$ cat src/lflt_pkg.sv
`default_nettype none

package lflt_pkg;

    localparam int unsigned ADDR_W  = 4;
    localparam int unsigned DATA_W  = 32;
    localparam int unsigned IP_W    = 32;
    localparam int unsigned TIME_W  = 32;
    localparam int unsigned MS_W    = 20;
    localparam int unsigned CNT_W   = 8;
    localparam int unsigned SLOT_W  = 3;

    localparam logic [CNT_W-1:0] FAIL_SAT = 8'hFF;

    localparam logic [ADDR_W-1:0] ADDR_PENALTY = 4'h0;
    localparam logic [ADDR_W-1:0] ADDR_STALE   = 4'h4;
    localparam logic [ADDR_W-1:0] ADDR_LIMIT   = 4'h8;

    localparam logic [MS_W-1:0]  PENALTY_RST = 20'd5000;
    localparam logic [MS_W-1:0]  STALE_RST   = 20'd60000;
    localparam logic [CNT_W-1:0] LIMIT_RST   = 8'd3;

    typedef enum logic [1:0] {
        VERDICT_OK     = 2'd0,
        VERDICT_WRONG  = 2'd1,
        VERDICT_LOCKED = 2'd2
    } t_verdict;

    typedef enum logic [1:0] {
        S_IDLE,
        S_READ,
        S_CHECK,
        S_DECIDE
    } t_state;

    typedef struct packed {
        logic [MS_W-1:0]  penalty_ms;
        logic [MS_W-1:0]  stale_ms;
        logic [CNT_W-1:0] fail_limit;
    } t_cfg;

    typedef struct packed {
        logic [IP_W-1:0]   addr;
        logic [CNT_W-1:0]  failures;
        logic [TIME_W-1:0] last_fail;
    } t_entry;

endpackage

`default_nettype wire

$ cat src/lflt_cfg.sv
`default_nettype none

module lflt_cfg
    import lflt_pkg::*;
(
    input  wire logic              i_clk,
    input  wire logic              i_rst_n,
    input  wire logic              psel,
    input  wire logic              penable,
    input  wire logic              pwrite,
    input  wire logic [ADDR_W-1:0] paddr,
    input  wire logic [DATA_W-1:0] pwdata,
    output logic      [DATA_W-1:0] prdata,
    output logic                   pready,
    output t_cfg                   o_cfg
);

    t_cfg r_cfg;
    logic wr_en;

    assign wr_en  = psel && penable && pwrite;
    assign pready = 1'b1;
    assign o_cfg  = r_cfg;

    always_ff @(posedge i_clk) begin
        if (!i_rst_n) begin
            r_cfg.penalty_ms <= PENALTY_RST;
            r_cfg.stale_ms   <= STALE_RST;
            r_cfg.fail_limit <= LIMIT_RST;
        end else if (wr_en) begin
            case (paddr)
                ADDR_PENALTY: r_cfg.penalty_ms <= pwdata[MS_W-1:0];
                ADDR_STALE:   r_cfg.stale_ms   <= pwdata[MS_W-1:0];
                ADDR_LIMIT:   r_cfg.fail_limit <= pwdata[CNT_W-1:0];
                default: begin
                end
            endcase
        end
    end

    always_comb begin
        case (paddr)
            ADDR_PENALTY: prdata = DATA_W'(r_cfg.penalty_ms);
            ADDR_STALE:   prdata = DATA_W'(r_cfg.stale_ms);
            ADDR_LIMIT:   prdata = DATA_W'(r_cfg.fail_limit);
            default:      prdata = '0;
        endcase
    end

endmodule

`default_nettype wire

$ cat src/login_failure_lockout_table.sv
// scan: a first pass looks for the client address; if none matches, a second pass
// claims the first entry that is empty or stale; with no entry available the verdict
// is given without a table write; a new attempt is accepted only while idle, after the
// last word is loaded; one subtractor walks the entries (registered read, then check)
// reset: synchronous, clears the per-entry valid bits so the table reads as zero,
// loads the register defaults; no clearing pass
`default_nettype none

module login_failure_lockout_table
    import lflt_pkg::*;
#(
    parameter int unsigned ENTRIES = 4
) (
    input  wire logic              i_clk,
    input  wire logic              i_rst_n,
    input  wire logic              psel,
    input  wire logic              penable,
    input  wire logic              pwrite,
    input  wire logic [ADDR_W-1:0] paddr,
    input  wire logic [DATA_W-1:0] pwdata,
    output logic      [DATA_W-1:0] prdata,
    output logic                   pready,
    input  wire logic              i_valid,
    output logic                   o_ready,
    input  wire logic [IP_W-1:0]   i_client_ip,
    input  wire logic [TIME_W-1:0] i_now_ms,
    input  wire logic              i_password_ok,
    output logic                   o_valid,
    input  wire logic              i_ready,
    output logic      [1:0]        o_verdict,
    output logic      [SLOT_W-1:0] o_slot,
    output logic      [CNT_W-1:0]  o_fail_total
);

    localparam int unsigned IDX_W = (ENTRIES > 1) ? $clog2(ENTRIES) : 1;
    localparam logic [IDX_W-1:0] IDX_LAST = IDX_W'(ENTRIES - 1);

    t_cfg cfg;

    lflt_cfg u_cfg (
        .i_clk   (i_clk),
        .i_rst_n (i_rst_n),
        .psel    (psel),
        .penable (penable),
        .pwrite  (pwrite),
        .paddr   (paddr),
        .pwdata  (pwdata),
        .prdata  (prdata),
        .pready  (pready),
        .o_cfg   (cfg)
    );

    t_entry r_tbl [ENTRIES];
    logic [ENTRIES-1:0] r_vld;

    t_state r_state, n_state;
    logic [IDX_W-1:0]  r_idx, n_idx;
    logic              r_pass, n_pass;
    logic              r_claim, n_claim;
    logic              r_none, n_none;
    logic [IP_W-1:0]   r_ip;
    logic [TIME_W-1:0] r_now;
    logic              r_ok;
    t_entry            r_rd;
    logic              r_rd_vld;

    logic              r_out_valid;
    t_verdict          r_out_verdict, n_out_verdict;
    logic [SLOT_W-1:0] r_out_slot, n_out_slot;
    logic [CNT_W-1:0]  r_out_total, n_out_total;

    t_entry            rd;
    logic [TIME_W-1:0] sub_b;
    logic [TIME_W-1:0] age;
    logic              out_free;
    logic              out_load;
    logic              accept;
    logic              wr_en;
    t_entry            wr_data;
    logic [CNT_W-1:0]  eff_cnt;
    logic [TIME_W-1:0] eff_last;
    logic              locked;

    assign accept   = i_valid && o_ready;
    assign o_ready  = (r_state == S_IDLE);
    assign out_free = !r_out_valid || i_ready;
    assign rd       = r_rd_vld ? r_rd : '0;

    // shared age unit
    assign eff_cnt  = r_claim ? '0 : rd.failures;
    assign eff_last = r_claim ? '0 : rd.last_fail;
    assign sub_b    = (r_state == S_DECIDE) ? eff_last : rd.last_fail;
    assign age      = r_now - sub_b;
    assign locked   = (eff_cnt >= cfg.fail_limit) &&
                      (age < TIME_W'(cfg.penalty_ms));

    always_ff @(posedge i_clk) begin
        if (!i_rst_n) begin
            r_state     <= S_IDLE;
            r_idx       <= '0;
            r_pass      <= 1'b0;
            r_claim     <= 1'b0;
            r_none      <= 1'b0;
            r_out_valid <= 1'b0;
        end else begin
            r_state <= n_state;
            r_idx   <= n_idx;
            r_pass  <= n_pass;
            r_claim <= n_claim;
            r_none  <= n_none;
            if (out_load) begin
                r_out_valid <= 1'b1;
            end else if (i_ready) begin
                r_out_valid <= 1'b0;
            end
        end
    end

    always_ff @(posedge i_clk) begin
        if (accept) begin
            r_ip  <= i_client_ip;
            r_now <= i_now_ms;
            r_ok  <= i_password_ok;
        end
        if (out_load) begin
            r_out_verdict <= n_out_verdict;
            r_out_slot    <= n_out_slot;
            r_out_total   <= n_out_total;
        end
    end

    // table storage and registered read
    always_ff @(posedge i_clk) begin
        if (wr_en) begin
            r_tbl[r_idx] <= wr_data;
        end
        r_rd <= r_tbl[r_idx];
    end

    always_ff @(posedge i_clk) begin
        if (!i_rst_n) begin
            r_vld    <= '0;
            r_rd_vld <= 1'b0;
        end else begin
            if (wr_en) begin
                r_vld[r_idx] <= 1'b1;
            end
            r_rd_vld <= r_vld[r_idx];
        end
    end

    always_comb begin
        n_state       = r_state;
        n_idx         = r_idx;
        n_pass        = r_pass;
        n_claim       = r_claim;
        n_none        = r_none;
        out_load      = 1'b0;
        wr_en         = 1'b0;
        wr_data       = '{addr: r_ip, failures: eff_cnt, last_fail: eff_last};
        n_out_verdict = VERDICT_OK;
        n_out_slot    = SLOT_W'(r_idx);
        n_out_total   = eff_cnt;

        case (r_state)
            S_IDLE: begin
                if (accept) begin
                    n_state = S_READ;
                    n_idx   = '0;
                    n_pass  = 1'b0;
                    n_claim = 1'b0;
                    n_none  = 1'b0;
                end
            end
            S_READ: begin
                n_state = S_CHECK;
            end
            S_CHECK: begin
                if (!r_pass) begin
                    if (rd.addr == r_ip) begin
                        n_state = S_DECIDE;
                    end else if (r_idx == IDX_LAST) begin
                        n_pass  = 1'b1;
                        n_idx   = '0;
                        n_state = S_READ;
                    end else begin
                        n_idx   = r_idx + 1'b1;
                        n_state = S_READ;
                    end
                end else begin
                    if ((rd.failures == '0) || (age > TIME_W'(cfg.stale_ms))) begin
                        n_claim = 1'b1;
                        n_state = S_DECIDE;
                    end else if (r_idx == IDX_LAST) begin
                        n_none  = 1'b1;
                        n_state = S_DECIDE;
                    end else begin
                        n_idx   = r_idx + 1'b1;
                        n_state = S_READ;
                    end
                end
            end
            S_DECIDE: begin
                if (r_none) begin
                    n_out_verdict = r_ok ? VERDICT_OK : VERDICT_WRONG;
                    n_out_slot    = SLOT_W'(ENTRIES);
                    n_out_total   = '0;
                end else if (locked) begin
                    n_out_verdict = VERDICT_LOCKED;
                end else if (r_ok) begin
                    n_out_verdict     = VERDICT_OK;
                    wr_data.failures  = '0;
                    wr_data.last_fail = '0;
                    n_out_total       = '0;
                end else begin
                    n_out_verdict     = VERDICT_WRONG;
                    wr_data.failures  = (eff_cnt == FAIL_SAT) ? eff_cnt : eff_cnt + 1'b1;
                    wr_data.last_fail = r_now;
                    n_out_total       = wr_data.failures;
                end
                if (out_free) begin
                    out_load = 1'b1;
                    wr_en    = !r_none;
                    n_state  = S_IDLE;
                end
            end
            default: begin
                n_state = S_IDLE;
            end
        endcase
    end

    assign o_valid      = r_out_valid;
    assign o_verdict    = r_out_verdict;
    assign o_slot       = r_out_slot;
    assign o_fail_total = r_out_total;

    a_idx_range: assert property (@(posedge i_clk) disable iff (!i_rst_n)
        r_idx <= IDX_LAST)
        else $error("scan index beyond table");

    a_accept_starts_scan: assert property (@(posedge i_clk) disable iff (!i_rst_n)
        i_valid && o_ready |=> r_state == S_READ && r_idx == '0 && !r_pass)
        else $error("scan did not start at entry zero");

    a_decide_delivers: assert property (@(posedge i_clk) disable iff (!i_rst_n)
        r_state == S_DECIDE && out_free |=> r_state == S_IDLE && o_valid)
        else $error("decision did not produce a word");

    a_ok_clears: assert property (@(posedge i_clk) disable iff (!i_rst_n)
        o_valid && o_verdict == VERDICT_OK |-> o_fail_total == '0)
        else $error("accepted attempt with nonzero failure count");

    a_no_write_when_none: assert property (@(posedge i_clk) disable iff (!i_rst_n)
        wr_en |-> !r_none && r_state == S_DECIDE)
        else $error("table written without an entry");

endmodule

`default_nettype wire

$ cat config.mk
export PLATFORM = sky130hd
export DESIGN_NAME = login_failure_lockout_table
export DESIGN_NICKNAME = d
export VERILOG_FILES = /design/src/lflt_pkg.sv /design/src/lflt_cfg.sv /design/src/login_failure_lockout_table.sv
export SDC_FILE = /design/constraint.sdc
export NUM_CORES = 1
export LEC_CHECK = 0
export BUFFER_PORTS_ARGS = -buffer_cell sky130_fd_sc_hd__buf_2
export CAP_MARGIN = 20
export CORE_ASPECT_RATIO = 1.2
export CORE_MARGIN = 2
export CORE_UTILIZATION = 55
export DETAILED_ROUTE_END_ITERATION = 8
export PLACE_DENSITY = 0.82
export SLEW_MARGIN = 20
export SYNTH_ARGS = -nofsm -noshare
export SYNTH_HDL_FRONTEND = slang
export SYNTH_SLANG_ARGS = --single-unit
$ cat constraint.sdc
create_clock -name i_clk -period 22.4 [get_ports i_clk]
set_clock_uncertainty 0.1 [all_clocks]
set_input_delay 6.72 -clock i_clk [delete_from_list [all_inputs] [get_ports i_clk]]
set_output_delay 6.72 -clock i_clk [all_outputs]
set_load 0.01 [all_outputs]
==> results of run 1 <==
==> synthesized netlist by cell type (8+ instances only) <==
cell type	n
clkbuf_1	53
nand2b_1	11
nor2_1	53
xor2_1	14
o31ai_1	17
nand3_1	67
o211ai_1	22
and3_1	9
o21ai_1	8
xnor2_1	25
inv_1	77
a22oi_1	23
o21a_1	14
a21boi_0	33
nand2_1	149
a32o_2	30
o22ai_1	9
a21oi_1	58
nor2b_1	19
a21o_1	21
nand4_1	15
a22o_1	12
o21ai_0	42
mux4_2	73
nor3_1	11
buf_4	13
nor4_1	10
ha_1	83
dfxtp_1	133
and2_1	12
edfxtp_1	366
==> cell usage in the layout (no fill, tap or decap), types with 10 or more instances in the layout <==
master / n
edfxtp_1: 366
nand2_1: 149
buf_2: 130
dfxtp_1: 130
ha_1: 83
inv_1: 76
mux4_2: 73
nand3_1: 67
a21oi_1: 58
nor2_1: 52
clkbuf_16: 47
o21ai_0: 42
a21boi_0: 33
a32o_2: 30
xnor2_1: 25
a22oi_1: 23
o211ai_1: 22
a21o_1: 21
nor2b_1: 19
o31ai_1: 17
nand4_1: 15
buf_4: 15
xor2_1: 14
o21a_1: 14
conb_1: 13
a22o_1: 12
nand2b_1: 11
nor3_1: 11
clkinv_2: 11
clkbuf_1: 10
==> final cells by class <==
type	instances	area share, %
multi-input cells	931	30.57
well taps	526	2.691
clock buffers	62	5.243
flip-flops and latches	499	55.85
inverters	77	1.182
repair buffers	145	3.121
diodes	1	0.01023
clock inverters	26	1.340
==> layer usage <==
layer | wire length [microns] | vias up | GRT usage, %
met5 | 0 | - | 0
met4 | 1690 | 0 | 8.858
met3 | 2820 | 119 | 2.940
met2 | 23600 | 537 | 39.67
met1 | 19280 | 6822 | 29.91
li1 | - | 6285 | -
==> power groups by stage <==
stage	Combinational, mW	Clock (mW)	Sequential (mW)
after CTS	0.119	0.827	1.02
after detailed placement	0.117	0	1.04
after global placement	0.114	0	1.04
after floorplan	0.0861	0	1.03
final	0.120	0.816	1.02
after global routing	0.133	0.863	1.02
==> sequential cells by signal, indices dropped and copies added, names as in the netlist, 3 cells and up <==
signal	count
r_tbl	288
u_cfg.o_cfg	48
r_vld	4
o_slot	3
o_fail_total	8
r_now	32
r_ip	32
r_rd	72
==> cell families (layout without fill, tap and decap cells) <==
family,count (synthesis),in the layout,share of synthesized area (%)
compound gates,333,333,11.17
xor+xnor,39,39,1.572
fa+ha+maj,84,84,4.871
buf+inv,156,310,3.126
flops,499,499,62.83
mux,80,80,7.888
other cells,2,14,0.03456
simple gates,382,382,8.510
==> worst min path at each step <==
stage	slack [ps]	start	end
after global routing	380	r_vld[2]	r_vld[2]
after floorplan	340	r_vld[2]	r_vld[2]
final	360	r_vld[2]	r_vld[2]
after global placement	340	r_vld[2]	r_vld[2]
after CTS	360	r_vld[2]	r_vld[2]
after detailed placement	350	r_vld[2]	r_vld[2]
==> metrics by stage <==
step,utilization [%],hold WS [ps],cell area [sq um]
floorplan,-,335.4,21770
global placement,58.80,342.8,22840
detailed placement,58.81,350.2,22850
CTS,62.96,364.5,24460
global route,62.96,379.6,24460
finish,62.96,361.2,24460
==> metrics.md, run 1 <==
| Metric | Value |
|---|---|
| Outcome | `finished clean` |
| Worst Path Required | `about 16,000 ps` |
| Cells along the critical path | `buf_2, nor4_2, buf_4, a22o_1, buf_2` |
| Worst Setup EP | `prdata[17]` |
| Placed insts | `around 2,200` |
| Vias in the first global route | `between 10,000 and 15,000` |
| Final setup fails | `0` |
| Worst-skew pair later-pin latency | `between 500 and 600 ps` |
| Post-synth top flop | `edfxtp_1` |
| Setup Fix Bufs, Post-CTS | `0` |
| Share of cells above drive strength 1 | `between 20% and 30%` |
| Sequential share of the synthesized area | `about 63%` |
| Area occupied by registers | `roughly 0.014 sq mm` |
| Max FO, Critical Path | `22` |
| DIE AREA | `roughly 0.04 sq mm` |
| Vias per std cell | `just over 6` |
| Post-DRT Antenna Nets | `0` |
| Peak Freq | `68.51 MHz` |
| CTS root buf | `clkbuf_16` |
| Initial core utilization | `55.94%` |
| # rows | `between 70 and 80` |
| Post-Route WL | `about 47 mm` |
| Total track usage | `23.11%` |
| DRT iter0 DRCs | `between 1,000 and 1,500` |
| Internal power | `1.523 mW` |
| Worst path depth | `5` |
| Largest stage delay, worst path | `310 ps` |
| Post-CTS Hold Fix Bufs | `0` |
| Final Max Tran Viols | `0` |
| Post-Syn Area per Cell | `~14 sq um` |
| DR pass1 iterations | `5` |
| First-pass GRT wire length | `about 74 mm` |
| Cell variety after synth | `between 70 and 80` |
| PostCTS Resize Cnt | `0` |
| Leakage | `8.816 nW` |
| Ys Warns | `0` |
| Worst slew margin | `26.17%` |
| Hpwl dp | `slightly above 30 mm` |
| Post-synth top area cell | `edfxtp_1` |
| Mapped Area | `~0.022 sq mm` |
| Port bufs | `130` |
| Final layout net count | `between 1,500 and 2,000` |
| CP Launch Type | `primary input` |
| Fin crit period | `around 15,000 ps` |
| Critical path class | `in -> out` |
| Worst Hold Class | `reg -> reg` |
| Cells on worst reg2reg path | `21` |
| DRC viols | `0` |
| CP max-delay cell | `buf_4` |
| Critical Path Sink Type | `output port` |
| Hold path cells | `1` |
| Multi-input combinational cell area | `0.007476 sq mm` |
| Worst Slack Setup Final | `7803 ps` |
| Sequential Power Share | `a little over half` |
| Reg2reg setup slack | `roughly 16,000 ps` |
| Final period utilization | `65.17%` |
| FF+latch count, synth | `about 500` |
| Clock network power share | `41.7%` |
| Yosys top cell area share | `50.58%` |
| Post-synth EDFFs | `between 300 and 400` |
| CP most frequent cell | `buf_2` |
| Io pins | `156` |
| Place WS | `7778 ps` |
| Post-Syn Instances | `1,575` |
| Switching share of power | `approximately 22%` |
| Die Wd | `185.5 microns` |
| Largest net degree at the start of global routing | `64` |
| Fillcell total | `approximately 2,800` |
| Total CTS buffers | `47` |
| Arrival @ worst endpoint | `about 8000 ps` |
| Bufs on Longest Clock Path | `3` |
| Largest cells by area after synthesis | `edfxtp_1 51%, dfxtp_1 12%, mux4_2 7.6%` |
| CP startpoint | `paddr[2]` |
| Sw Pwr | `435.2 uW` |
| GP Congestion | `around 0.90` |
| Combinational Power Share | `6.1%` |
| Reg-to-reg critical path endpoint | `r_tbl[0][22]` |
| Fin Setup TNS | `0 ps` |
| Worst path bufs/invs | `3` |
| Total clock sinks | `between 400 and 500` |
| Peak supply drop | `between 0.08 and 0.09 mV` |
| WL per Instance | `20.90 microns` |
| Worst-path clk slew | `around 60 ps` |
| H-tree depth | `2` |
| Crit path max-delay family | `buffers and inverters` |
| Area delta synth->final | `12.55%` |
| CTS tree | `done` |
| Vias post-DR | `13,760` |
| Power per standard cell area | `between 80 and 90 mW/mm^2` |
| Crit Reg-Reg Startpoint | `r_state[1]` |
| PnR Total Power | `between 1.5 and 2 mW` |
| Worst slew pin tran | `approximately 1100 ps` |
| Final std cells w/o fill | `approximately 2,300` |
| Asr flop ratio synth | `0%` |
| Antenna violations before repair | `1` |
| Core Area | `a little under 0.04 sq mm` |
| Final hold vios | `0` |
| Chip Height | `approximately 220 microns` |
| Unrepaired setup endpoints after global routing | `no` |
| Total grt overflow | `0` |
| Max-capacitance violation count | `0` |
(Power assumes the default switching activity.)
==> run 2, diff against run 1 <==
Clock period 22.4 ns to 14.7 ns, I/O delays scaled along.
==> metrics.md, run 2 (synthesis results as in run 1) <==
| Metric | Value |
|---|---|
| Post-CTS Hold Fix Bufs | `0 (unchanged)` |
| Bufs on Longest Clock Path | `3 (unchanged)` |
| Worst slew margin | `30.26% (was 26.17%)` |
| Die Wd | `185.5 microns (unchanged)` |
| CP max-delay cell | `buf_4 (unchanged)` |
| Outcome | `finished clean (unchanged)` |
| Leakage | `8.761 nW (was 8.816 nW)` |
| Final hold vios | `0 (unchanged)` |
| First-pass GRT wire length | `73.95 mm (was 74.03 mm)` |
| DIE AREA | `0.04112 sq mm (unchanged)` |
| Vias in the first global route | `13,760 (was 13,850)` |
| Post-DRT Antenna Nets | `0 (unchanged)` |
| Worst Path Required | `10,190 ps (was 15,580 ps)` |
| Final Max Tran Viols | `0 (unchanged)` |
| Power per standard cell area | `119.7 mW/mm^2 (was 80.06 mW/mm^2)` |
| Final period utilization | `between 60% and 70%` |
| Worst-path clk slew | `70 ps (was 60 ps)` |
| Max-capacitance violation count | `0 (unchanged)` |
| CTS tree | `done (unchanged)` |
| Core Area | `0.03885 sq mm (unchanged)` |
| H-tree depth | `2 (unchanged)` |
| Multi-input combinational cell area | `0.007476 sq mm (unchanged)` |
| Post-Route WL | `47.01 mm (was 47.39 mm)` |
| # rows | `79 (unchanged)` |
| Antenna violations before repair | `0 (was 1)` |
| Worst slew pin tran | `1046 ps (was 1107 ps)` |
| Area occupied by registers | `0.01366 sq mm (unchanged)` |
| PostCTS Resize Cnt | `0 (unchanged)` |
| Hpwl dp | `30.13 mm (was 30.23 mm)` |
| DR pass1 iterations | `5 (unchanged)` |
| DRC viols | `0 (unchanged)` |
| PnR Total Power | `2.916 mW (was 1.958 mW)` |
| Critical Path Sink Type | `output port (unchanged)` |
| Fin Hold WS | `381.0 ps (was 361.2 ps)` |
| Port bufs | `130 (unchanged)` |
| WL per Instance | `20.73 microns (was 20.90 microns)` |
| Final layout net count | `1,894 (was 1,893)` |
| Vias post-DR | `13,770 (was 13,760)` |
| Biggest register | `r_tbl (unchanged)` |
| Critical path class | `in -> out (unchanged)` |
| Most common cell after layout, fill and taps aside | `edfxtp_1 (unchanged)` |
| Peak Freq | `approximately 100 MHz` |
| DRT iter0 DRCs | `1,159 (was 1,008)` |
| Vias per std cell | `6.072 (was 6.071)` |
| Fillcell total | `2,787 (was 2,780)` |
| GP Congestion | `0.9096 (was 0.8963)` |
| Worst-skew pair later-pin latency | `590 ps (was 580 ps)` |
| Worst Hold Class | `reg -> reg (unchanged)` |
| Fin crit period | `9981 ps` |
| Largest stage delay, worst path | `300 ps (was 310 ps)` |
| CP most frequent cell | `buf_2 (unchanged)` |
| Setup Fix Bufs, Post-CTS | `0 (unchanged)` |
| Total track usage | `23.17% (was 23.11%)` |
| Share of cells above drive strength 1 | `19.80% (was 20.17%)` |
| Largest net degree at the start of global routing | `68 (was 64)` |
| Hold path cells | `2 (was 1)` |
| Cells along the critical path | `buf_2, nor4_2, buf_4, a22o_1, buf_2 (unchanged)` |
| Initial core utilization | `55.94% (unchanged)` |
| Peak supply drop | `0.1159 mV (was 0.08357 mV)` |
| CTS root buf | `clkbuf_16 (unchanged)` |
| Total CTS buffers | `48 (was 47)` |
| Commonest cells after routing, fill and taps aside | `366 x edfxtp_1, 149 x nand2_1, 130 x buf_2, 130 x dfxtp_1, 83 x ha_1 (unchanged)` |
| Final setup fails | `0 (unchanged)` |
| Cells on worst reg2reg path | `23 (was 21)` |
| Max FFs per register | `288 (unchanged)` |
| Io pins | `156 (unchanged)` |
| Fin Setup TNS | `0 ps (unchanged)` |
| Chip Height | `221.7 microns (unchanged)` |
| Total grt overflow | `0 (unchanged)` |
| Unrepaired setup endpoints after global routing | `no (unchanged)` |
| CP Launch Type | `primary input (unchanged)` |
| Area delta synth->final | `12.09% (was 12.55%)` |
| Arrival @ worst endpoint | `5470 ps (was 7780 ps)` |
| Max FO, Critical Path | `22 (unchanged)` |
| Antenna Cells | `0 (was 1)` |
| Total clock sinks | `499 (unchanged)` |
run 2: cell type report:
class | instances | area share [%]
Multi-Input combinational cell | 931 | 30.69
Sequential cell | 499 | 56.08
Clock inverter | 28 | 0.9400
Clock buffer | 62 | 5.270
Timing Repair Buffer | 145 | 3.133
Tap cell | 526 | 2.702
Inverter | 77 | 1.187
run 2: power by group:
group          internal, mW  switching [mW]
clock                 0.645           0.531
sequential             1.53          0.0273
combinational        0.0770           0.106
run 2: worst paths after layout:
path                            startpoint           to  slack [ps]
worst min register to register     r_claim      r_claim         380
worst min-delay path               r_claim      r_claim         380
worst max register to register  r_state[1]  r_tbl[2][1]        8050
worst max-delay path              paddr[2]   prdata[17]        4720
run 2: layer usage:
layer  vias to the layer above  track usage (%)  wire length [microns]
met2                       589            39.52                  23600
met5                         -                0                      0
met3                        91            3.384                   3062
met4                         0            8.705                   1472
li1                       6282                -                      -
met1                      6809            30.03                  18870
run 2: critical path, delay by kind of cell:
family          cells  cell delay (ps)
buf+inv             3              570
simple gates        1              260
compound gates      1              220
run 2: through the flow:
stage	instances	setup slack [ps]	utilization, %	cell area [sq um]
6_report	2268	4719	62.70	24360
5_1_grt	2268	4624	62.70	24360
4_1_cts	2268	4676	62.70	24360
3_5_place_dp	2178	4689	58.81	22850
3_3_place_gp	2178	4725	58.80	22840
2_1_floorplan	1586	2578	-	21770
==> run 3, diff against run 2 <==
Clock period 14.7 ns to 9.2 ns, I/O delays scaled along.
==> metrics.md, run 3 (synthesis results as in run 1) <==
| Metric | Value |
|---|---|
| Commonest cells after routing, fill and taps aside | `366 x edfxtp_1, 149 x nand2_1, 130 x buf_2, 130 x dfxtp_1, 83 x ha_1 (unchanged)` |
| Worst Path Required | `9510 ps (was 10,190 ps)` |
| Antenna violations before repair | `0 (unchanged)` |
| Post-route design area | `0.02442 sq mm (was 0.02436 sq mm)` |
| Post-CTS Hold Fix Bufs | `0 (unchanged)` |
| WL per Instance | `20.83 microns (was 20.73 microns)` |
| DRT iter0 DRCs | `1,168 (was 1,159)` |
| GP Congestion | `0.8932 (was 0.9096)` |
| Peak supply drop | `0.1860 mV (was 0.1159 mV)` |
| Total track usage | `23.14% (was 23.17%)` |
| Reg-to-reg critical path endpoint | `r_tbl[2][16] (was r_tbl[2][1])` |
| Biggest register | `r_tbl (unchanged)` |
| Max-capacitance violation count | `0 (unchanged)` |
| Total clock sinks | `499 (unchanged)` |
| Leakage | `8.784 nW (was 8.761 nW)` |
| Area delta synth->final | `12.39% (was 12.09%)` |
| Setup Fix Bufs, Post-CTS | `0 (unchanged)` |
| Final hold vios | `0 (unchanged)` |
| Cells on worst reg2reg path | `20 (was 23)` |
| Max FO, Critical Path | `32 (was 22)` |
| Vias post-DR | `13,700 (was 13,770)` |
| DIE AREA | `0.04112 sq mm (unchanged)` |
| Core Area | `0.03885 sq mm (unchanged)` |
| CP startpoint | `r_state[1] (was paddr[2])` |
| Io pins | `156 (unchanged)` |
| Fin Setup TNS | `0 ps (unchanged)` |
| PostCTS Resize Cnt | `0 (unchanged)` |
| Max FFs per register | `288 (unchanged)` |
| Outcome | `finished clean (unchanged)` |
| Worst Slack Setup Final | `2175 ps (was 4719 ps)` |
| Fillcell total | `2,777 (was 2,787)` |
| Worst Setup EP | `r_tbl[2][16] (was prdata[17])` |
| DR pass1 iterations | `7 (was 5)` |
| Antenna Cells | `0 (unchanged)` |
| Most common cell after layout, fill and taps aside | `edfxtp_1 (unchanged)` |
| Largest stage delay, worst path | `640 ps (was 300 ps)` |
| Port bufs | `130 (unchanged)` |
| Critical Path Sink Type | `register (was output port)` |
| Critical path class | `reg -> reg (was in -> out)` |
| CTS root buf | `clkbuf_16 (unchanged)` |
| Reg2reg setup slack | `2180 ps (was 8050 ps)` |
| Worst-path clk slew | `60 ps (was 70 ps)` |
| Crit path max-delay family | `compound AO/OA/AOI/OAI gates (was buffers and inverters)` |
| CP Launch Type | `register (was primary input)` |
| Place WS | `2278 ps (was 4689 ps)` |
| Worst path bufs/invs | `1 (was 3)` |
| Share of cells above drive strength 1 | `19.82% (was 19.80%)` |
| Worst slew pin tran | `1043 ps (was 1046 ps)` |
| Peak Freq | `roughly 140 MHz` |
| # rows | `79 (unchanged)` |
| First-pass GRT wire length | `74.43 mm (was 73.95 mm)` |
| Worst Hold Class | `reg -> reg (unchanged)` |
| Fin Hold WS | `370.0 ps (was 381.0 ps)` |
| Cells along the critical path | `nand3_1, and3_1, ha_1, fa_1, nand2b_1, a21oi_1, o21ai_1, o31ai_2, a21oi_1, xnor2_1, ha_1, nor2b_1, o21ai_0, nand2_1, a211o_1, a21oi_1, a211o_2, and2_1, buf_4, a32o_2 (was buf_2, nor4_2, buf_4, a22o_1, buf_2)` |
| Post-Route WL | `47.21 mm (was 47.01 mm)` |
| H-tree depth | `2 (unchanged)` |
| CTS tree | `done (unchanged)` |
| Die Wd | `185.5 microns (unchanged)` |
| Largest net degree at the start of global routing | `66 (was 68)` |
| Vias in the first global route | `13,870 (was 13,760)` |
| Fin crit period | `about 7000 ps` |
| Bufs on Longest Clock Path | `3 (unchanged)` |
| Vias per std cell | `6.041 (was 6.072)` |
| Power per standard cell area | `193.2 mW/mm^2 (was 119.7 mW/mm^2)` |
| Final Max Tran Viols | `0 (unchanged)` |
| Total CTS buffers | `48 (unchanged)` |
| Final layout net count | `1,894 (unchanged)` |
| Worst path depth | `20 (was 5)` |
| Final setup fails | `0 (unchanged)` |
| Post-DRT Antenna Nets | `0 (unchanged)` |
| Arrival @ worst endpoint | `7330 ps (was 5470 ps)` |
| CP most frequent cell | `a21oi_1 (was buf_2)` |
| Chip Height | `221.7 microns (unchanged)` |
| Dpl cell area | `0.02286 sq mm (was 0.02285 sq mm)` |
| DRC viols | `0 (unchanged)` |
| Crit Reg-Reg Startpoint | `r_state[1] (unchanged)` |
| Total grt overflow | `0 (unchanged)` |
| Worst slew margin | `29.57% (was 30.26%)` |
| CP max-delay cell | `nand3_1 (was buf_4)` |
| Final period utilization | `around 76%` |
| Hpwl dp | `30.11 mm (was 30.13 mm)` |
| Worst-skew pair later-pin latency | `590 ps (about the same)` |
| Initial core utilization | `55.94% (unchanged)` |
| Unrepaired setup endpoints after global routing | `no (unchanged)` |
[run 3: changes by cell type in the layout (fill, tap and decap cells not counted), moves of 2 or more]
cell and change:
clkinv_1 -3, bufinv_16 +2, clkbuf_1 +2, clkinv_4 +2
[run 3: final cells by class]
type,count,area [sq um],share of cell area [%]
Sequential cell,499,13660,55.94
Multi-Input combinational cell,931,7488,30.66
Clock buffer,63,1277,5.231
Timing Repair Buffer,145,767.0,3.140
Tap cell,526,658.1,2.695
Inverter,77,289.0,1.183
Clock inverter,26,281.5,1.153
[run 3: per-stage QoR]
step	utilization (%)	power, mW	std cells
floorplan	-	2.724	1586
CTS	62.86	4.741	2267
finish	62.87	4.718	2267
global placement	58.85	2.809	2178
global route	62.87	4.859	2267
detailed placement	58.85	2.822	2178
[run 3: worst min path at each step]
stage	startpoint	slack, ps	cells after the start	to
3_3_place_gp	r_vld[2]	340	1	r_vld[2]
3_5_place_dp	r_vld[1]	360	1	r_vld[1]
4_1_cts	r_vld[1]	370	1	r_vld[1]
6_report	r_vld[1]	370	1	r_vld[1]
2_1_floorplan	r_vld[2]	340	1	r_vld[2]
5_1_grt	r_vld[1]	390	1	r_vld[1]
[run 3: power breakdown]
part | switching, mW | leakage, nW | internal, mW
Clock | 0.857 | 0.755 | 1.08
Combinational | 0.171 | 3.51 | 0.124
Sequential | 0.0427 | 4.52 | 2.44
Total | 1.07 | 8.78 | 3.65
[run 3: per-layer routing]
metal	GRT usage (%)	share of wire (%)	wire length, microns
met3	3.597	6.6	3099
met4	8.193	3.1	1466
met1	30.48	41	19260
met2	39.00	50	23390
met5	0	0	0
